[src/rtl/core/jvs_pkg.sv]
// ----------------------------------------------------------------------------
// jvs_pkg
// Shared types, character codes and literal tables for the value span scanner.
// ----------------------------------------------------------------------------
package jvs_pkg;

  localparam int OFF_W   = 17;
  localparam int BYTE_W  = 8;
  localparam int KIND_W  = 3;
  localparam int TDATA_W = 40;

  typedef enum logic [3:0] {
    PH_WS         = 4'd0,
    PH_STRING     = 4'd1,
    PH_OBJECT     = 4'd2,
    PH_ARRAY      = 4'd3,
    PH_LITERAL    = 4'd4,
    PH_NUM_INT    = 4'd5,
    PH_NUM_FRAC   = 4'd6,
    PH_NUM_EXP    = 4'd7,
    PH_NUM_EXPDIG = 4'd8,
    PH_DONE       = 4'd9
  } phase_t;

  typedef enum logic [KIND_W-1:0] {
    KIND_EMPTY  = 3'd0,
    KIND_NULL   = 3'd1,
    KIND_BOOL   = 3'd2,
    KIND_NUMBER = 3'd3,
    KIND_STRING = 3'd4,
    KIND_OBJECT = 3'd5,
    KIND_ARRAY  = 3'd6
  } kind_t;

  typedef struct packed {
    kind_t             kind;
    logic              bool_value;
    logic [OFF_W-1:0]  start_offset;
    logic [OFF_W-1:0]  end_offset;
  } result_t;

  localparam logic [1:0] LIT_TRUE  = 2'd0;
  localparam logic [1:0] LIT_FALSE = 2'd1;
  localparam logic [1:0] LIT_NULL  = 2'd2;

  localparam logic [7:0] CH_SPACE = 8'h20;
  localparam logic [7:0] CH_TAB   = 8'h09;
  localparam logic [7:0] CH_LF    = 8'h0A;
  localparam logic [7:0] CH_CR    = 8'h0D;
  localparam logic [7:0] CH_QUOTE = 8'h22;
  localparam logic [7:0] CH_BSL   = 8'h5C;
  localparam logic [7:0] CH_LBRC  = 8'h7B;
  localparam logic [7:0] CH_RBRC  = 8'h7D;
  localparam logic [7:0] CH_LBRK  = 8'h5B;
  localparam logic [7:0] CH_RBRK  = 8'h5D;
  localparam logic [7:0] CH_MINUS = 8'h2D;
  localparam logic [7:0] CH_PLUS  = 8'h2B;
  localparam logic [7:0] CH_DOT   = 8'h2E;
  localparam logic [7:0] CH_LE    = 8'h65;
  localparam logic [7:0] CH_UE    = 8'h45;
  localparam logic [7:0] CH_0     = 8'h30;
  localparam logic [7:0] CH_9     = 8'h39;
  localparam logic [7:0] CH_T     = 8'h74;
  localparam logic [7:0] CH_F     = 8'h66;
  localparam logic [7:0] CH_N     = 8'h6E;

  function automatic logic is_ws(input logic [7:0] b);
    return (b == CH_SPACE) || (b == CH_TAB) || (b == CH_LF) || (b == CH_CR);
  endfunction

  function automatic logic is_digit(input logic [7:0] b);
    return (b >= CH_0) && (b <= CH_9);
  endfunction

  // Expected character of literal k at index i ("true", "false", "null").
  function automatic logic [7:0] lit_char(input logic [1:0] k, input logic [2:0] i);
    logic [7:0] c;
    c = 8'h00;
    case (k)
      LIT_TRUE: begin
        case (i)
          3'd0: c = 8'h74;
          3'd1: c = 8'h72;
          3'd2: c = 8'h75;
          3'd3: c = 8'h65;
          default: c = 8'h00;
        endcase
      end
      LIT_FALSE: begin
        case (i)
          3'd0: c = 8'h66;
          3'd1: c = 8'h61;
          3'd2: c = 8'h6C;
          3'd3: c = 8'h73;
          3'd4: c = 8'h65;
          default: c = 8'h00;
        endcase
      end
      default: begin
        case (i)
          3'd0: c = 8'h6E;
          3'd1: c = 8'h75;
          3'd2: c = 8'h6C;
          3'd3: c = 8'h6C;
          default: c = 8'h00;
        endcase
      end
    endcase
    return c;
  endfunction

  function automatic logic [2:0] lit_len(input logic [1:0] k);
    return (k == LIT_FALSE) ? 3'd5 : 3'd4;
  endfunction

endpackage

[src/rtl/core/jvs_in_stage.sv]
// ----------------------------------------------------------------------------
// jvs_in_stage
// Input register holding one byte transaction until the scan core takes it.
// ----------------------------------------------------------------------------
module jvs_in_stage (
  input  logic                     clk,
  input  logic                     rst,
  input  logic                     s_axis_tvalid,
  output logic                     s_axis_tready,
  input  logic [jvs_pkg::BYTE_W-1:0] s_axis_tdata,
  input  logic                     s_axis_tlast,
  input  logic                     advance,
  output logic                     in_vld,
  output logic [jvs_pkg::BYTE_W-1:0] in_byte,
  output logic                     in_fin
);

  assign s_axis_tready = !in_vld || advance;

  always_ff @(posedge clk) begin
    if (rst) begin
      in_vld <= 1'b0;
    end else if (s_axis_tvalid && s_axis_tready) begin
      in_vld <= 1'b1;
    end else if (advance) begin
      in_vld <= 1'b0;
    end
  end

  always_ff @(posedge clk) begin
    if (s_axis_tvalid && s_axis_tready) begin
      in_byte <= s_axis_tdata;
      in_fin  <= s_axis_tlast;
    end
  end

endmodule

[src/rtl/core/jvs_scan_core.sv]
// ----------------------------------------------------------------------------
// jvs_scan_core
// Scan state and per-byte classification; one byte per step.
// ----------------------------------------------------------------------------
module jvs_scan_core #(
  parameter int MAX_BUFFER_BYTES = 65536,
  parameter int MAX_NESTING      = 255
) (
  input  logic                       clk,
  input  logic                       rst,
  input  logic                       step,
  input  logic [jvs_pkg::BYTE_W-1:0] in_byte,
  input  logic                       in_fin,
  output logic                       res_valid,
  output jvs_pkg::result_t           res
);

  localparam int POS_W = $clog2(MAX_BUFFER_BYTES + 2);
  localparam int DEP_W = $clog2(MAX_NESTING + 1);
  localparam logic [POS_W-1:0] POS_MAX = POS_W'(MAX_BUFFER_BYTES);
  localparam logic [DEP_W-1:0] DEP_MAX = DEP_W'(MAX_NESTING);
  localparam logic [DEP_W-1:0] DEP_ONE = DEP_W'(1);

  jvs_pkg::phase_t  phase, phase_next;
  logic [POS_W-1:0] pos, pos_next;
  logic [POS_W-1:0] vstart, vstart_next;
  logic [DEP_W-1:0] depth, depth_next;
  logic             inq, inq_next;
  logic             pbs, pbs_next;
  logic [1:0]       lkind, lkind_next;
  logic [2:0]       lidx, lidx_next;

  logic             emit;
  jvs_pkg::result_t r;
  logic [1:0]       k;
  logic [2:0]       li;
  logic [2:0]       li_inc;
  logic [POS_W-1:0] pos_inc;
  logic [7:0]       b;
  logic             open_hit;
  logic             close_hit;

  function automatic jvs_pkg::result_t mk(input jvs_pkg::kind_t kd, input logic bv,
                                          input logic [POS_W-1:0] s,
                                          input logic [POS_W-1:0] e);
    jvs_pkg::result_t o;
    o.kind         = kd;
    o.bool_value   = bv;
    o.start_offset = jvs_pkg::OFF_W'(s);
    o.end_offset   = jvs_pkg::OFF_W'(e);
    return o;
  endfunction

  // Close the open value as if the buffer ended at length len.
  function automatic jvs_pkg::result_t finish(input jvs_pkg::phase_t ph,
                                              input logic [POS_W-1:0] vs,
                                              input logic bs,
                                              input logic [POS_W-1:0] len);
    jvs_pkg::result_t o;
    case (ph)
      jvs_pkg::PH_WS:      o = mk(jvs_pkg::KIND_EMPTY, 1'b0, '0, '0);
      jvs_pkg::PH_STRING:  o = mk(jvs_pkg::KIND_STRING, 1'b0, vs, bs ? len + 1'b1 : len);
      jvs_pkg::PH_OBJECT:  o = mk(jvs_pkg::KIND_OBJECT, 1'b0, vs, len + 1'b1);
      jvs_pkg::PH_ARRAY:   o = mk(jvs_pkg::KIND_ARRAY, 1'b0, vs, len + 1'b1);
      jvs_pkg::PH_LITERAL: o = mk(jvs_pkg::KIND_NULL, 1'b0, vs, vs);
      default:             o = mk(jvs_pkg::KIND_NUMBER, 1'b0, vs, len);
    endcase
    return o;
  endfunction

  assign b       = in_byte;
  assign pos_inc = pos + 1'b1;
  assign k       = (lkind == 2'd3) ? jvs_pkg::LIT_NULL : lkind;
  assign li      = (lidx > 3'd4) ? 3'd4 : lidx;
  assign li_inc  = li + 3'd1;

  always_comb begin
    phase_next  = phase;
    vstart_next = vstart;
    depth_next  = depth;
    inq_next    = inq;
    pbs_next    = pbs;
    lkind_next  = lkind;
    lidx_next   = lidx;
    emit        = 1'b0;
    r           = mk(jvs_pkg::KIND_EMPTY, 1'b0, '0, '0);
    open_hit    = 1'b0;
    close_hit   = 1'b0;

    if (phase != jvs_pkg::PH_DONE) begin
      if (pos >= POS_MAX) begin
        emit = 1'b1;
        r    = finish(phase, vstart, pbs, POS_MAX);
      end else begin
        case (phase)
          jvs_pkg::PH_WS: begin
            if (!jvs_pkg::is_ws(b)) begin
              vstart_next = pos;
              inq_next    = 1'b0;
              pbs_next    = 1'b0;
              if (b == jvs_pkg::CH_QUOTE) begin
                phase_next = jvs_pkg::PH_STRING;
              end else if (b == jvs_pkg::CH_LBRC) begin
                phase_next = jvs_pkg::PH_OBJECT;
                depth_next = DEP_ONE;
              end else if (b == jvs_pkg::CH_LBRK) begin
                phase_next = jvs_pkg::PH_ARRAY;
                depth_next = DEP_ONE;
              end else if (b == jvs_pkg::CH_T || b == jvs_pkg::CH_F ||
                           b == jvs_pkg::CH_N) begin
                lkind_next = (b == jvs_pkg::CH_T) ? jvs_pkg::LIT_TRUE :
                             (b == jvs_pkg::CH_F) ? jvs_pkg::LIT_FALSE :
                                                    jvs_pkg::LIT_NULL;
                lidx_next  = 3'd1;
                phase_next = jvs_pkg::PH_LITERAL;
              end else if (b == jvs_pkg::CH_MINUS || jvs_pkg::is_digit(b)) begin
                phase_next = jvs_pkg::PH_NUM_INT;
              end else begin
                emit = 1'b1;
                r    = mk(jvs_pkg::KIND_NULL, 1'b0, pos, pos);
              end
            end
          end
          jvs_pkg::PH_STRING: begin
            if (pbs) begin
              pbs_next = 1'b0;
            end else if (b == jvs_pkg::CH_QUOTE) begin
              emit = 1'b1;
              r    = mk(jvs_pkg::KIND_STRING, 1'b0, vstart, pos_inc);
            end else if (b == jvs_pkg::CH_BSL) begin
              pbs_next = 1'b1;
            end
          end
          jvs_pkg::PH_OBJECT, jvs_pkg::PH_ARRAY: begin
            if (b == jvs_pkg::CH_QUOTE && !pbs) begin
              inq_next = !inq;
            end
            pbs_next = (b == jvs_pkg::CH_BSL);
            if (phase == jvs_pkg::PH_OBJECT) begin
              open_hit  = (b == jvs_pkg::CH_LBRC);
              close_hit = (b == jvs_pkg::CH_RBRC);
            end else begin
              open_hit  = (b == jvs_pkg::CH_LBRK);
              close_hit = (b == jvs_pkg::CH_RBRK);
            end
            if (!inq_next) begin
              if (open_hit) begin
                if (depth < DEP_MAX) begin
                  depth_next = depth + 1'b1;
                end
              end else if (close_hit) begin
                if (depth != '0) begin
                  depth_next = depth - 1'b1;
                end
                if (depth <= DEP_ONE) begin
                  emit = 1'b1;
                  r    = mk((phase == jvs_pkg::PH_OBJECT) ? jvs_pkg::KIND_OBJECT :
                            jvs_pkg::KIND_ARRAY, 1'b0, vstart, pos_inc);
                end
              end
            end
          end
          jvs_pkg::PH_LITERAL: begin
            if (b != jvs_pkg::lit_char(k, li)) begin
              emit = 1'b1;
              r    = mk(jvs_pkg::KIND_NULL, 1'b0, vstart, vstart);
            end else begin
              lidx_next = li_inc;
              if (li_inc >= jvs_pkg::lit_len(k)) begin
                emit = 1'b1;
                if (k == jvs_pkg::LIT_NULL) begin
                  r = mk(jvs_pkg::KIND_NULL, 1'b0, vstart, pos_inc);
                end else begin
                  r = mk(jvs_pkg::KIND_BOOL, k == jvs_pkg::LIT_TRUE, vstart, pos_inc);
                end
              end
            end
          end
          jvs_pkg::PH_NUM_INT: begin
            if (b == jvs_pkg::CH_DOT) begin
              phase_next = jvs_pkg::PH_NUM_FRAC;
            end else if (b == jvs_pkg::CH_LE || b == jvs_pkg::CH_UE) begin
              phase_next = jvs_pkg::PH_NUM_EXP;
            end else if (!jvs_pkg::is_digit(b)) begin
              emit = 1'b1;
              r    = mk(jvs_pkg::KIND_NUMBER, 1'b0, vstart, pos);
            end
          end
          jvs_pkg::PH_NUM_FRAC: begin
            if (b == jvs_pkg::CH_LE || b == jvs_pkg::CH_UE) begin
              phase_next = jvs_pkg::PH_NUM_EXP;
            end else if (!jvs_pkg::is_digit(b)) begin
              emit = 1'b1;
              r    = mk(jvs_pkg::KIND_NUMBER, 1'b0, vstart, pos);
            end
          end
          jvs_pkg::PH_NUM_EXP: begin
            if (b == jvs_pkg::CH_PLUS || b == jvs_pkg::CH_MINUS || jvs_pkg::is_digit(b)) begin
              phase_next = jvs_pkg::PH_NUM_EXPDIG;
            end else begin
              emit = 1'b1;
              r    = mk(jvs_pkg::KIND_NUMBER, 1'b0, vstart, pos);
            end
          end
          jvs_pkg::PH_NUM_EXPDIG: begin
            if (!jvs_pkg::is_digit(b)) begin
              emit = 1'b1;
              r    = mk(jvs_pkg::KIND_NUMBER, 1'b0, vstart, pos);
            end
          end
          default: begin
          end
        endcase
        // final byte closes whatever is still open
        if (!emit && in_fin) begin
          emit = 1'b1;
          r    = finish(phase_next, vstart_next, pbs_next, pos_inc);
        end
      end
      if (emit) begin
        phase_next = jvs_pkg::PH_DONE;
      end
    end

    pos_next = (pos < POS_MAX) ? pos_inc : pos;

    if (in_fin) begin
      phase_next  = jvs_pkg::PH_WS;
      pos_next    = '0;
      vstart_next = '0;
      depth_next  = '0;
      inq_next    = 1'b0;
      pbs_next    = 1'b0;
      lkind_next  = 2'd0;
      lidx_next   = 3'd0;
    end
  end

  assign res_valid = emit;
  assign res       = r;

  always_ff @(posedge clk) begin
    if (rst) begin
      phase  <= jvs_pkg::PH_WS;
      pos    <= '0;
      vstart <= '0;
      depth  <= '0;
      inq    <= 1'b0;
      pbs    <= 1'b0;
      lkind  <= 2'd0;
      lidx   <= 3'd0;
    end else if (step) begin
      phase  <= phase_next;
      pos    <= pos_next;
      vstart <= vstart_next;
      depth  <= depth_next;
      inq    <= inq_next;
      pbs    <= pbs_next;
      lkind  <= lkind_next;
      lidx   <= lidx_next;
    end
  end

endmodule

[src/rtl/core/jvs_out_stage.sv]
// ----------------------------------------------------------------------------
// jvs_out_stage
// Result register driving the master-side stream.
// ----------------------------------------------------------------------------
module jvs_out_stage (
  input  logic                        clk,
  input  logic                        rst,
  input  logic                        load,
  input  jvs_pkg::result_t            res,
  output logic                        out_vld,
  output logic                        m_axis_tvalid,
  input  logic                        m_axis_tready,
  output logic [jvs_pkg::TDATA_W-1:0] m_axis_tdata,
  output logic [jvs_pkg::KIND_W-1:0]  m_axis_tuser
);

  jvs_pkg::result_t held;

  always_ff @(posedge clk) begin
    if (rst) begin
      out_vld <= 1'b0;
    end else if (load) begin
      out_vld <= 1'b1;
    end else if (m_axis_tready) begin
      out_vld <= 1'b0;
    end
  end

  always_ff @(posedge clk) begin
    if (load) begin
      held <= res;
    end
  end

  assign m_axis_tvalid = out_vld;
  assign m_axis_tuser  = held.kind;
  assign m_axis_tdata  = {5'd0, held.end_offset, held.start_offset, held.bool_value};

endmodule

[src/rtl/core/json_value_span_scanner_top.sv]
// ----------------------------------------------------------------------------
// json_value_span_scanner_top
// Finds the first value in a byte stream and reports its kind and span.
// ----------------------------------------------------------------------------
// Takes one byte per cycle, back to back, while the result side is not
// stalled, with tlast on the final byte of a buffer. Each byte passes an input
// register, then the scan state update, then a result register, which loads
// the result of the byte completing the value (or the final byte) and drives
// m_axis_tvalid. One result transaction is produced per buffer. A stalled result
// register holds the input side only once the input register is also full.
module json_value_span_scanner_top #(
  parameter int MAX_BUFFER_BYTES = 65536,
  parameter int MAX_NESTING      = 255
) (
  input  logic                        clk,
  input  logic                        rst,
  input  logic                        s_axis_tvalid,
  output logic                        s_axis_tready,
  input  logic [jvs_pkg::BYTE_W-1:0]  s_axis_tdata,   // [7:0] data_byte
  input  logic                        s_axis_tlast,   // final_byte
  output logic                        m_axis_tvalid,
  input  logic                        m_axis_tready,
  output logic [jvs_pkg::TDATA_W-1:0] m_axis_tdata,   // [0] bool_value,
                                                      // [17:1] start_offset,
                                                      // [34:18] end_offset
  output logic [jvs_pkg::KIND_W-1:0]  m_axis_tuser    // [2:0] value_kind
);

  logic                       in_vld;
  logic [jvs_pkg::BYTE_W-1:0] in_byte;
  logic                       in_fin;
  logic                       out_vld;
  logic                       advance;
  logic                       res_valid;
  jvs_pkg::result_t           res;

  assign advance = in_vld && (!out_vld || m_axis_tready);

  jvs_in_stage u_in (
    .clk           (clk),
    .rst           (rst),
    .s_axis_tvalid (s_axis_tvalid),
    .s_axis_tready (s_axis_tready),
    .s_axis_tdata  (s_axis_tdata),
    .s_axis_tlast  (s_axis_tlast),
    .advance       (advance),
    .in_vld        (in_vld),
    .in_byte       (in_byte),
    .in_fin        (in_fin)
  );

  jvs_scan_core #(
    .MAX_BUFFER_BYTES (MAX_BUFFER_BYTES),
    .MAX_NESTING      (MAX_NESTING)
  ) u_core (
    .clk       (clk),
    .rst       (rst),
    .step      (advance),
    .in_byte   (in_byte),
    .in_fin    (in_fin),
    .res_valid (res_valid),
    .res       (res)
  );

  jvs_out_stage u_out (
    .clk           (clk),
    .rst           (rst),
    .load          (advance && res_valid),
    .res           (res),
    .out_vld       (out_vld),
    .m_axis_tvalid (m_axis_tvalid),
    .m_axis_tready (m_axis_tready),
    .m_axis_tdata  (m_axis_tdata),
    .m_axis_tuser  (m_axis_tuser)
  );

endmodule

[config.mk]
export PLATFORM = sky130hd
export DESIGN_NAME = json_value_span_scanner_top
export DESIGN_NICKNAME = d
export VERILOG_FILES = /design/src/rtl/core/jvs_pkg.sv /design/src/rtl/core/jvs_in_stage.sv /design/src/rtl/core/jvs_scan_core.sv /design/src/rtl/core/jvs_out_stage.sv /design/src/rtl/core/json_value_span_scanner_top.sv
export SDC_FILE = /design/constraint.sdc
export NUM_CORES = 1
export LEC_CHECK = 0
export BUFFER_PORTS_ARGS = -buffer_cell sky130_fd_sc_hd__clkbuf_2
export CORE_MARGIN = 1.5
export CORE_UTILIZATION = 50
export CTS_CLUSTER_SIZE = 30
export DETAILED_ROUTE_END_ITERATION = 8
export MAX_ROUTING_LAYER = met4
export PLACE_DENSITY = 0.64
export SETUP_SLACK_MARGIN = 0.15
export SYNTH_ARGS = -nofsm -noshare
export SYNTH_HDL_FRONTEND = slang
export SYNTH_HIERARCHICAL = 1
export SYNTH_SLANG_ARGS = --single-unit
[constraint.sdc]
create_clock -name clk -period 4.6 [get_ports clk]
set_input_delay 0.92 -clock clk [delete_from_list [all_inputs] [get_ports clk]]
set_output_delay 0.92 -clock clk [all_outputs]
set_load 0.005 [all_outputs]
======== Word-level counts from Yosys, hierarchy flattened ========
Index checks and enable logic that the tools add are counted.
operators by class
  $add $sub $neg .......................... 5
  $lt $le $gt $ge ......................... 8
  eq/ne operators ......................... 56
  multiplexer cells ....................... 150
  reductions and logical operators ........ 44
operators with widths
  kind                                            count
  2-to-1 mux 38 bit                               17
  case mux 38 bit (5 select lines)                2
  case mux 38 bit (8 select lines)                1
  2-to-1 mux 17 bit                               8
  2-to-1 mux 8 bit                                15
  2-to-1 mux 37 bit                               3
  == test 8 x 7 -> 1 bit (second input constant)  10
  2-to-1 mux 4 bit                                15
  2-to-1 mux 1 bit                                55
  == test 8 x 6 -> 1 bit (second input constant)  5
  2-to-1 mux 36 bit                               1
  case mux 7 bit (5 select lines)                 1
  adder 17 x 1 -> 17 bit (second input constant)  2
  case mux 8 bit (2 select lines)                 2
  2-to-1 mux 3 bit                                10
  case mux 7 bit (4 select lines)                 1
  2-to-1 mux 2 bit                                13
  == test 8 x 4 -> 1 bit (second input constant)  3
  inequality test 3 bit (second input constant)   7
  case mux 7 bit (3 select lines)                 1
  == test 4 x 3 -> 1 bit (second input constant)  5
  >= comparator 17 bit (second input constant)    1
  < comparator 17 bit (second input constant)     1
  == test 4 x 2 -> 1 bit (second input constant)  4
  other kinds (42)                                80
storage, ports and cells
  register bits ........................... 102
  input port bits ......................... 13
  output and inout port bits .............. 45
  word-level logic and storage cells ...... 279

======== Longest topological paths before layout ========
Gate-level depths: netlist of the first run.
  word-level depth ........................ 22
  gate-level depth with buffers ........... 18
  mapped depth without buffers ............ 16

======== By module ========
The synthesis of the first run kept the hierarchy.
by module, submodules not included
  module                       times used  cells an instance  area an instance (µm²)  sequential area each (µm²)
  jvs_scan_core                1           897                6242.2                  1061.0
  jvs_out_stage                1           49                 1228.7                  1161.1
  jvs_in_stage                 1           14                 325.3                   290.3
  json_value_span_scanner_top  1           3                  18.8                    0.0

======== Worst setup path after synthesis of the first run ========
No wires, ideal clock.
  path type ............................... register to register
  from .................................... register u_core.lidx[2]
  to ...................................... register u_out.held (netlist bit u_out/m_axis_tdata[0]) (enable)
  setup time .............................. 0.400 ns
  arrival ................................. 3.412 ns
  setup slack ............................. 0.788 ns
  stages on the path, launching flop included .. 15
  buffers on the path ..................... 1
  period minus slack after synthesis ...... 3.812 ns
  path through ............................ dfxtp_1 buf_2 inv_1 nand2_1 inv_1 ha_1 or4b_2 o2111ai_1 o21ai_0 o2111ai_2 nor3_1 o211ai_1 nor2_1 nor2_1 and3_1
between the ends
  longest elaborated chain between the ends .. 21
  elaborated cells on any way between the ends .. 30
  classes of those cells .................. add/sub (1); order compare (2); eq/ne (5); mux (17); reduce/logical (5)
ends and longest elaborated chain
  item                                 RTL line                                      source
  start, declared                      jvs_scan_core.sv:31                           logic [2:0] lidx, lidx_next;
  start signal, assigned               jvs_scan_core.sv:260                          lidx <= lidx_next;
  > comparator 3 bit                   jvs_scan_core.sv:74                           assign li = (lidx > 3'd4) ? 3'd4 : lidx;
  2-to-1 mux 3 bit *                   jvs_scan_core.sv:74
  == test 3 x 2 -> 1 bit               jvs_pkg.sv:81, jvs_pkg.sv:90, jvs_pkg.sv:100
  OR reduction 2 bit (no source line)  --
  case mux 7 bit (3 select lines)      jvs_pkg.sv:100                                case (i)
  case mux 8 bit (2 select lines)      jvs_pkg.sv:79                                 case (k)
  2-to-1 mux 8 bit                     jvs_scan_core.sv:95                           case (phase)
  2-to-1 mux 8 bit                     jvs_scan_core.sv:91                           if (pos >= POS_MAX) begin
  [... 5 more ...]                     --
  2-to-1 mux 1 bit *                   jvs_scan_core.sv:90                           if (phase != jvs_pkg::PH_DONE) begin
  zero test 1 bit                      jvs_scan_core.sv:215                          if (!emit && in_fin) begin
  logical AND 1 bit                    jvs_scan_core.sv:215
  2-to-1 mux 1 bit *                   jvs_scan_core.sv:215
  2-to-1 mux 1 bit *                   jvs_scan_core.sv:91
  2-to-1 mux 1 bit * (2 in series)     jvs_scan_core.sv:90
  named net res_valid                  json_value_span_scanner_top.sv:34             logic res_valid;
  logical AND 1 bit *                  json_value_span_scanner_top.sv:68             .load (advance && res_valid),
  end signal, assigned                 jvs_out_stage.sv:31                           held <= res;
  end, declared                        jvs_out_stage.sv:17                           jvs_pkg::result_t held;
Mark *: on every way through the listed nets, which the timed path passes. The rest lies on a longest branch. The select of a mux whose other input is x is not followed.
A chain may end at the register's enable or synchronous reset.

======== Worst setup path in the final report of the first run ========
  from .................................... register u_core.lidx[2]
  to ...................................... register u_out.held (netlist bit u_out/m_axis_tdata[27]), data pin
between the ends
  longest elaborated chain between the ends .. 18
  elaborated cells on any way between the ends .. 30
  classes of those cells .................. add/sub (1); order compare (2); eq/ne (5); mux (18); reduce/logical (4)
ends and longest elaborated chain
  item                                 RTL line                                      source
  > comparator 3 bit                   jvs_scan_core.sv:74
  2-to-1 mux 3 bit *                   jvs_scan_core.sv:74
  == test 3 x 2 -> 1 bit               jvs_pkg.sv:81, jvs_pkg.sv:90, jvs_pkg.sv:100
  OR reduction 2 bit (no source line)  --
  case mux 7 bit (3 select lines)      jvs_pkg.sv:100
  case mux 8 bit (2 select lines)      jvs_pkg.sv:79
  2-to-1 mux 8 bit                     jvs_scan_core.sv:95
  2-to-1 mux 8 bit                     jvs_scan_core.sv:91
  [... 2 more ...]                     --
  2-to-1 mux 1 bit                     jvs_scan_core.sv:164                          if (b != jvs_pkg::lit_char(k, li)) begin
  case mux 1 bit (8 select lines)      jvs_scan_core.sv:95
  2-to-1 mux 1 bit                     jvs_scan_core.sv:91
  2-to-1 mux 1 bit                     jvs_scan_core.sv:90
  zero test 1 bit                      jvs_scan_core.sv:215
  logical AND 1 bit                    jvs_scan_core.sv:215
  2-to-1 mux 38 bit *                  jvs_scan_core.sv:215
  2-to-1 mux 38 bit *                  jvs_scan_core.sv:91
Every way passes the cells marked *; elsewhere a longest branch is shown, timed or not. The select of a mux whose other input is x is not followed.

==> metrics.csv, run 1 <==
metric,value,unit
run status,"finished, final reports clean",
Max Cap Viol,0,
Netlist cell types,95,
Boundary Pins,58,
Finished Core Util,55.7,%
final instance area,0.00851,sq mm
Vias,7646,
fmax,0.242,GHz
Mapped Area,0.00781,sq mm
Clock Sinks,102,
period utilisation layout,89.8,%
sequential fraction of the synthesis area,32.1,%
Register Area,0.00251,sq mm
largest net degree at the start of global routing,40,
vias per cell,6.41,
Non-Filler Instances,1192,
Die Height,128,um
Worst Tran Pin Value,1.06,ns
clk buf depth,2,
# port buffers,52,
min cycle time layout,4.13,ns
#FFs+latches synth,102,
vias in the first global route,6738,
largest family of logic cells by synthesized area,compound AO/OA/AOI/OAI gates,
filler cell count,1445,
synth top area cells,"edfxtp_1 (18%), dfxtp_1 (14%), nor2_1 (5.6%)",
unrepaired setup endpoints after global routing,no,
initial antenna violation count,0,
post-synthesis compound-gate area fraction,28.0,%
Final Max Tran Viols,0,
"Remaining Overflow, GRT",0,
multiplexer share of the synthesized area,2.61,%
crit end category,flip-flop,
kind of critical path,flip-flop to flip-flop,
share of layout cells above drive strength 1,15.0,%
crit path max fanout,12,
nets,1003,
Peak VDD IR,233,uV
Post-synth top flop,dfxtp_1,
DP Area,0.00817,sq mm
leading area contributor after synthesis,edfxtp_1,
Yosys warning count,6,
fraction of registers with async set/reset,0,%
Fin Hold WS,0.464,ns
Core ar.,0.0153,sq mm
clk_lat worst skew,0.37,ns
top cell type's share of synthesized area,18.1,%
Antenna diodes,0,
synthesis-to-finish area growth,8.84,%
placed cells,1175,
Mapped Cells,963,
Die X,128,um
site row count,45,
total track usage,30.3,%
drt total wl,23900,um
hold crit path type,flip-flop to flip-flop,
CP startpoint kind,flip-flop,
footprint of the multi-input gates,0.00485,sq mm
simple logic cell fraction of the synthesized area,24.2,%
syn avg cell area,8.12,sq um
die area,0.0164,sq mm
Final HPWL DP,17300,um
final clock skew,0.0222,ns
clock root buffer,clkbuf_16,
number of synthesized flops with an enable pin,47,
setup violators final,0,
Synth Area in Adders,2.24,%
CTS H-Tree Depth,3,
Setup TNS,0,ns
WP data required,4.72,ns
CTS tree,built,
DR iter-0 viols,862,
Lkg Pwr,0.00300,uW
GP Congestion,0.968,
Max-slew headroom,28.6,%
pwr dens,259,mW/mm^2
final hold violation count,0,
first-pass GRT wire length,37700,um
DRC errors left,0,
CP arrival,4.25,ns
drt wl/cell,20.1,um
xor/xnor share of the synthesized area,4.34,%
First-pass DRT Iterations,6,
CTS buffer count,9,
Final ANT Viol Nets,0,
Initial Utilization,51.2,%
Worst-path clk slew,0.09,ns
==> logic make-up (layout without fill, tap and decap cells) <==
family / Yosys count / count (layout)
and+or+nand+nor: 370 / 370
AOI/OAI and AO/OA: 312 / 312
buffers and inverters: 107 / 121
DFF: 102 / 102
xor gates and xnor gates: 37 / 37
muxes: 20 / 20
adders and majority gates: 14 / 14
other: 1 / 5
==> flip-flops by register name, summed over array words and instances, names as in the netlist, 2 cells and up <==
name                cells
u_core/depth            8
u_core/lidx             3
u_core/lkind            2
u_core/phase            4
u_core/pos             17
u_core/vstart          17
u_in/in_byte            8
u_out/m_axis_tdata     35
u_out/m_axis_tuser      3
==> metal layers <==
metal	vias to the layer above	part of all wire [%]	track usage (%)
li1	3599	-	-
met1	3515	47	45.6
met2	490	40	40.4
met3	42	12	6.59
met4	0	1.7	8.33
met5	-	0	-
==> area by class of cell <==
cell class	instances	area share (%)
Multi-Input combinational cell	758	57.0
Sequential cell	102	29.5
Timing Repair Buffer	80	5.68
Tap cell	211	3.10
Clock buffer	9	2.65
Inverter	25	1.10
Clock inverter	7	0.956
==> timing repair <==
| item | CTS | global route |
|---|---|---|
| setup buffers | 0 | 1 |
| endpoints found under the setup margin | 0 | 58 |
| hold buffers | 0 | 0 |
| resized for setup | 0 | 2 |
==> layout by cell type, fill, tap and decap left out, types with 27 or more instances in the layout <==
cell type / count
nand3_1: 30
a22oi_1: 28
dfxtp_1: 55
nand2_1: 85
buf_4: 27
edfxtp_1: 47
clkbuf_2: 52
o21ai_0: 55
nor2_1: 117
a21oi_1: 69
==> worst paths after layout <==
kind                               start                                to  slack (ns)  cells past startpoint
max reg2reg  u_core/lidx[2]$_SDFFE_PP0P_  u_out/m_axis_tdata[27]$_DFFE_PP_        0.47                     14
min          u_core/lidx[0]$_SDFFE_PP0P_       u_core/lidx[0]$_SDFFE_PP0P_        0.46                      2
max          u_core/lidx[2]$_SDFFE_PP0P_  u_out/m_axis_tdata[27]$_DFFE_PP_        0.47                     14
min reg2reg  u_core/lidx[0]$_SDFFE_PP0P_       u_core/lidx[0]$_SDFFE_PP0P_        0.46                      2
==> cells in the mapped netlist, types with 6 or more instances <==
library cell	n
nor2_1	117
nand2_1	85
a21oi_1	69
o21ai_0	56
dfxtp_1	55
edfxtp_1	47
clkbuf_1	42
nand3_1	30
a22oi_1	28
inv_1	24
nor3_1	23
buf_2	22
xnor2_1	21
a22o_1	19
mux2i_1	17
ha_1	14
nand2b_1	14
xor2_1	14
a211oi_1	13
a31oi_1	13
nor2b_1	12
a221oi_1	11
buf_4	11
o211ai_1	11
or3_1	10
nand4_1	9
and2_1	7
and3_1	7
nor4_1	7
o31ai_1	7
or2_2	7
a221o_1	6
o2111ai_1	6
o21a_1	6
==> power breakdown <==
group	internal [uW]	switching, uW	total (uW)
sequential	994	41.3	1030
combinational	136	245	381
clock	390	395	786
==> per-stage QoR <==
stage | power (uW) | setup slack (ns)
final | 2200 | 0.470
after global routing | 2280 | 0.164
after CTS | 2200 | 0.180
after detailed placement | 1420 | 0.204
after global placement | 1420 | 0.385
after floorplan | 1300 | 0.788
==> critical path: stages (launching register included) <==
cell	delay, ns
dfxtp_1	0.51
inv_1	0.17
nand2_1	0.14
inv_1	0.10
ha_1	0.21
ha_1	0.24
a21o_1	0.16
o21a_1	0.17
or3_1	0.34
a211o_1	0.44
nor3_2	0.31
o2111a_2	0.42
nand2_1	0.23
o31ai_1	0.35
o31ai_1	0.11
Power figures use the tool's default switching activity.
==> run 2, diff against run 1 <==
CELL_PAD_IN_SITES_DETAIL_PLACEMENT = 1   (was not set)
CELL_PAD_IN_SITES_GLOBAL_PLACEMENT = 1   (was not set)
CORE_UTILIZATION = 48   (was 50)
CTS_BUF_LIST = sky130_fd_sc_hd__clkbuf_8   (was not set)
PLACE_DENSITY = 0.8   (was 0.64)
==> metrics.csv, run 2 (synthesis gave the netlist of run 1 again) <==
metric,value,unit,change
Clock Sinks,102,,unchanged
synthesis-to-finish area growth,8.76,%,about the same
CP startpoint kind,flip-flop,,
unrepaired setup endpoints after global routing,no,,
Worst-path clk slew,0.12,ns,+0.03 ns
max incr delay on CP,0.54,ns,+0.03 ns
critical path buffer and inverter count,3,,+1
Antenna diodes,0,,unchanged
crit path max fanout,12,,unchanged
site row count,46,,+2.2%
Final ANT Viol Nets,0,,unchanged
pwr dens,245,mW/mm^2,-5.4%
Peak VDD IR,154,uV,-34%
Fin Hold WS,0.488,ns,+0.0233 ns
setup violators final,0,,unchanged
Hold Buf Count CTS,0,,unchanged
clock root buffer,clkbuf_8,,
most frequent cells in the layout,"nor2_1 (117), nand2_1 (85), a21oi_1 (69), o21ai_0 (55), dfxtp_1 (55)",,
CTS buffer count,9,,unchanged
dpl ws,0.306,ns,+0.102 ns
crit end category,flip-flop,,
CP cell instances,"inv_1, nand2_1, inv_1, ha_1, ha_1, a21o_1, o21a_1, or3_1, a211o_1, nor3_2, o2111a_2, buf_4, and2_1, o221ai_1, a32o_1",,
filler cell count,1972,,+36%
clk buf depth,2,,unchanged
vias in the first global route,7799,,+16%
Final HPWL DP,20800,um,+20%
Worst Tran Pin Value,1.02,ns,-0.0373 ns
Max Cap Viol,0,,unchanged
fmax,0.235,GHz,-2.7%
CTS H-Tree Depth,3,,unchanged
First-pass DRT Iterations,5,,-1
Lkg Pwr,0.00301,uW,+0.30%
Boundary Pins,58,,unchanged
WP data required,4.77,ns,+0.05 ns
placed cells,1188,,+1.1%
PnR worst setup slack,0.354,ns,-0.117 ns
hold crit path type,flip-flop to flip-flop,,
Finished Core Util,53.5,%,-2.2 points
Non-Filler Instances,1206,,+1.2%
Die Height,131,um,+2.0%
r2r setup slk,0.35,ns,-0.12 ns
# port buffers,52,,unchanged
first-pass GRT wire length,44300,um,+17%
nets,1012,,+0.90%
Final Max Tran Viols,0,,unchanged
drt wl/cell,24.0,um,+19%
total track usage,35.3,%,+4.9 points
share of layout cells above drive strength 1,16.0,%,+0.97 points
drt total wl,28900,um,+21%
initial antenna violation count,0,,unchanged
run status,"finished, final reports clean",,
kind of critical path,flip-flop to flip-flop,,
Core ar.,0.0159,sq mm,+4.1%
largest net degree at the start of global routing,40,,unchanged
Max-slew headroom,31.4,%,+2.8 points
DRC errors left,0,,unchanged
min cycle time layout,4.25,ns,+0.117 ns
clk_lat worst skew,0.40,ns,+0.03 ns
period utilisation layout,92.3,%,+2.5 points
final hold violation count,0,,unchanged
vias per cell,6.68,,+4.2%
max reg flops,35,,unchanged
DR iter-0 viols,818,,-5.1%
Setup TNS,0,ns,unchanged
CTS tree,built,,
Die X,131,um,+2.0%
Worst path slowest cell,dfxtp_1,,
final clock skew,0.0151,ns,-0.00707 ns
Top delay family on crit path,compound AO/OA/AOI/OAI gates,,
"most common cell after layout, fill and taps aside",nor2_1,,
Vias,8057,,+5.4%
die area,0.0171,sq mm,+4.1%
GP Congestion,1.00,,+3.5%
Initial Utilization,49.2,%,-2.0 points
"Remaining Overflow, GRT",0,,unchanged
CP arrival,4.42,ns,+0.17 ns
## run 2: what timing repair did
action	in CTS	in global routing
resized for setup	0	3
endpoints found under the setup margin	0	27
buffers inserted	0	2
## run 2: final timing paths
kind	depth (start not counted)	start	end
worst min register to register	2	u_core/lidx[0]$_SDFFE_PP0P_	u_core/lidx[0]$_SDFFE_PP0P_
worst min-delay path	2	u_core/lidx[0]$_SDFFE_PP0P_	u_core/lidx[0]$_SDFFE_PP0P_
worst max-delay path	15	u_core/lidx[2]$_SDFFE_PP0P_	u_out/m_axis_tdata[25]$_DFFE_PP_
worst max register to register	15	u_core/lidx[2]$_SDFFE_PP0P_	u_out/m_axis_tdata[25]$_DFFE_PP_
## run 2: per-stage QoR
step           total power, uW  cell area (sq um)
2_1_floorplan             1300               7830
3_3_place_gp              1430               8240
3_5_place_dp              1440               8240
4_1_cts                   2060               8450
5_1_grt                   2150               8500
6_report                  2080               8500
## run 2: worst register-to-register path: stages, from the launching register on
cell	delay (ns)
dfxtp_1	0.54
inv_1	0.18
nand2_1	0.16
inv_1	0.12
ha_1	0.22
ha_1	0.24
a21o_1	0.17
o21a_1	0.17
or3_1	0.34
a211o_1	0.33
nor3_2	0.31
o2111a_2	0.35
buf_4	0.24
and2_1	0.23
o221ai_1	0.14
a32o_1	0.27
## run 2: metal layers
layer | global-route usage, % | share of wire, %
met1 | 47.1 | 43
met2 | 52.5 | 44
met3 | 8.79 | 10
met4 | 11.4 | 2.8
met5 | - | 0
## run 2: cell type report
class	count	area [sq um]	share of cell area, %
clock buffers	9	124	1.46
clock inverters	7	80.1	0.942
inverters	25	93.8	1.10
multi-input cells	758	4860	57.1
flip-flops and latches	102	2510	29.6
well taps	216	270	3.18
repair buffers	89	563	6.62
## run 2: where the power goes
group	internal [uW]	switching, uW	leakage (uW)
clock network	262	375	0.000108
logic	140	268	0.00202
registers	994	42.4	0.000886
total	1400	686	0.00301
==> run 3, diff against run 2 <==
ABC_AREA = 1   (was not set)
CAP_MARGIN = 25   (was not set)
CORE_UTILIZATION = 45   (was 48)
PLACE_DENSITY = 0.79   (was 0.8)
==> metrics.csv, run 3 <==
metric,value,unit,change
total power draw,2390,uW,+15%
syn avg cell area,6.23,sq um,-23%
Vias,9847,,+22%
clock root buffer,clkbuf_8,,
Max-slew headroom,31.8,%,+0.35 points
fmax,0.253,GHz,+7.3%
Post-synth top flop,dfxtp_1,,
kind of critical path,flip-flop to flip-flop,,
Final ANT Viol Nets,0,,unchanged
CP cell instances,"inv_2, nand2_1, inv_1, ha_1, ha_1, a21oi_1, nand4_1, nand3_1, nand3_1, nor2_1, nand2_1, inv_1, o21ai_0, o211ai_1, nand4_1, nand2_1, a21oi_1",,
setup violators final,0,,unchanged
max incr delay on CP,0.62,ns,+0.08 ns
WP data required,4.74,ns,-0.03 ns
fraction of registers with async set/reset,0,%,unchanged
vias in the first global route,9354,,+20%
CP startpoint kind,flip-flop,,
Synth top cells by count,"nand2_1 (401), inv_1 (163), nor2_1 (130)",,
largest net degree at the start of global routing,51,,+28%
synthesis-to-finish area growth,6.33,%,
Mapped Cells,1415,,+47%
site row count,51,,+11%
drt total wl,33100,um,+15%
nets,1451,,+43%
"Remaining Overflow, GRT",0,,unchanged
clk buf depth,2,,unchanged
Setup TNS,0,ns,unchanged
PnR worst setup slack,0.641,ns,+0.287 ns
final clock skew,0.0191,ns,+0.00400 ns
Worst path slowest cell,inv_1,,
met3 usage,5.37,%,-3.4 points
Worst Tran Pin Value,1.02,ns,+0.00214 ns
most frequent cells in the layout,"nand2_1 (401), inv_1 (163), nor2_1 (130), nand3_1 (112), o21ai_0 (105)",,
die area,0.0205,sq mm,+20%
sequential fraction of the synthesis area,28.5,%,-3.7 points
DP Area,0.00915,sq mm,+11%
pwr dens,255,mW/mm^2,+4.2%
Worst-path clk slew,0.12,ns,about the same
max reg flops,35,,unchanged
vias per cell,5.81,,-13%
dpl ws,0.792,ns,+0.486 ns
Netlist cell types,52,,-45%
placed cells,1678,,+41%
final instance area,0.00938,sq mm,+10%
DRC errors left,0,,unchanged
Initial Utilization,45.6,%,-3.6 points
CTS buffer count,9,,unchanged
Non-Filler Instances,1694,,+40%
CTS H-Tree Depth,3,,unchanged
Clock Sinks,102,,unchanged
hold depth,2,,unchanged
R2R depth,17,,+2
most common cell in the netlist,nand2_1,,
Boundary Pins,58,,unchanged
leading area contributor after synthesis,nand2_1,,
post-CTS setup buffers,0,,unchanged
Mapped Area,0.00882,sq mm,+13%
post-CTS sizing,0,,unchanged
crit end category,flip-flop,,
crit path max fanout,25,,+13
#FFs+latches synth,102,,unchanged
First-pass DRT Iterations,5,,unchanged
drt wl/cell,19.6,um,-18%
final hold violation count,0,,unchanged
top cell type's share of synthesized area,17.1,%,-1.0 points
Core ar.,0.0193,sq mm,+22%
Final HPWL DP,25100,um,+21%
Yosys warning count,6,,unchanged
initial antenna violation count,0,,unchanged
CTS tree,built,,
gr busiest metal,met1,,
number of synthesized flops with an enable pin,47,,unchanged
Antenna diodes,0,,unchanged
share of layout cells above drive strength 1,10.8,%,-5.2 points
Final Max Tran Viols,0,,unchanged
Die X,143,um,+9.5%
total track usage,34.1,%,-1.2 points
DR iter-0 viols,949,,+16%
clk_lat worst skew,0.40,ns,about the same
M2 GR Usage,49.2,%,-3.3 points
GP Congestion,0.980,,-2.3%
synth top area cells,"nand2_1 (17%), edfxtp_1 (16%), dfxtp_1 (12%)",,
Peak VDD IR,176,uV,+14%
min cycle time layout,3.96,ns,-0.287 ns
CP arrival,4.10,ns,-0.32 ns
Critical Path Most Common Cell,nand2_1,,
# port buffers,52,,unchanged
met1 Use GR,49.7,%,+2.6 points
Hold Buf Count CTS,0,,unchanged
Lkg Pwr,0.00416,uW,+38%
hold crit path type,flip-flop to flip-flop,,
unrepaired setup endpoints after global routing,no,,
Die Height,143,um,+9.5%
"most common cell after layout, fill and taps aside",nand2_1,,
run status,"finished, final reports clean",,
first-pass GRT wire length,52200,um,+18%
Max Cap Viol,0,,unchanged
period utilisation layout,86.1,%,-6.2 points
==> run 3: cell count changes after synthesis, sizes merged, moves of 20 or more <==
cell / delta
inv: +153
nand2: +335
nand4: +31
nand3: +84
a21oi: +32
nor2: +35
xnor2: -20
o21ai: +51
==> run 3: cell type report <==
type | count | area (sq um)
clock buffers | 9 | 124
clock inverters | 7 | 104
fillers | 2718 | 9960
inverters | 181 | 681
multi-input cells | 1067 | 5280
flip-flops and latches | 102 | 2510
well taps | 265 | 332
repair buffers | 63 | 343
==> run 3: critical path: cells and delay by family, from the launching register on <==
| family | cells | cell delay, ns |
|---|---|---|
| flip-flops | 1 | 0.45 |
| buffers and inverters | 3 | 0.84 |
| AO/OA/AOI/OAI | 4 | 0.64 |
| AND/OR/NAND/NOR | 8 | 1.36 |
| adder cells (fa/ha/maj) | 2 | 0.41 |
==> run 3: path summary, 6_finish.rpt <==
path	startpoint	to	slack [ns]
max	u_core/lidx[2]$_SDFFE_PP0P_	u_out/m_axis_tdata[28]$_DFFE_PP_	0.64
min reg2reg	u_core/lidx[0]$_SDFFE_PP0P_	u_core/lidx[0]$_SDFFE_PP0P_	0.48
min	u_core/lidx[0]$_SDFFE_PP0P_	u_core/lidx[0]$_SDFFE_PP0P_	0.48
max reg2reg	u_core/lidx[2]$_SDFFE_PP0P_	u_out/m_axis_tdata[28]$_DFFE_PP_	0.64
==> run 3: report_power, final <==
group | internal (uW) | total [uW] | switching, uW
sequential | 1000 | 1040 | 41.0
clock | 315 | 697 | 382
combinational | 175 | 656 | 481
==> run 3: metal layers <==
layer / routed length (um) / up-vias
met3: 3070 / 39
met4: 524 / 0
met1: 15700 / 4712
met2: 13800 / 404
li1: - / 4692
met5: 0 / -
==> run 3: cells by family (layout without fill, tap and decap cells) <==
| family | Yosys count | after routing | synth area share [%] |
|---|---|---|---|
| DFF | 102 | 102 | 28.5 |
| and+or+nand+nor | 754 | 754 | 38.0 |
| other | 1 | 5 | 0.0425 |
| adders and majority gates | 14 | 14 | 1.99 |
| xor gates and xnor gates | 15 | 15 | 1.49 |
| buffers and inverters | 250 | 260 | 11.8 |
| AOI/OAI and AO/OA | 279 | 279 | 18.1 |
==> run 3: per-stage QoR <==
step	hold WS, ns	util (%)
2_1_floorplan	0.441	-
3_3_place_gp	0.465	47.3
3_5_place_dp	0.468	47.3
4_1_cts	0.486	48.5
5_1_grt	0.514	48.5
6_report	0.484	48.5
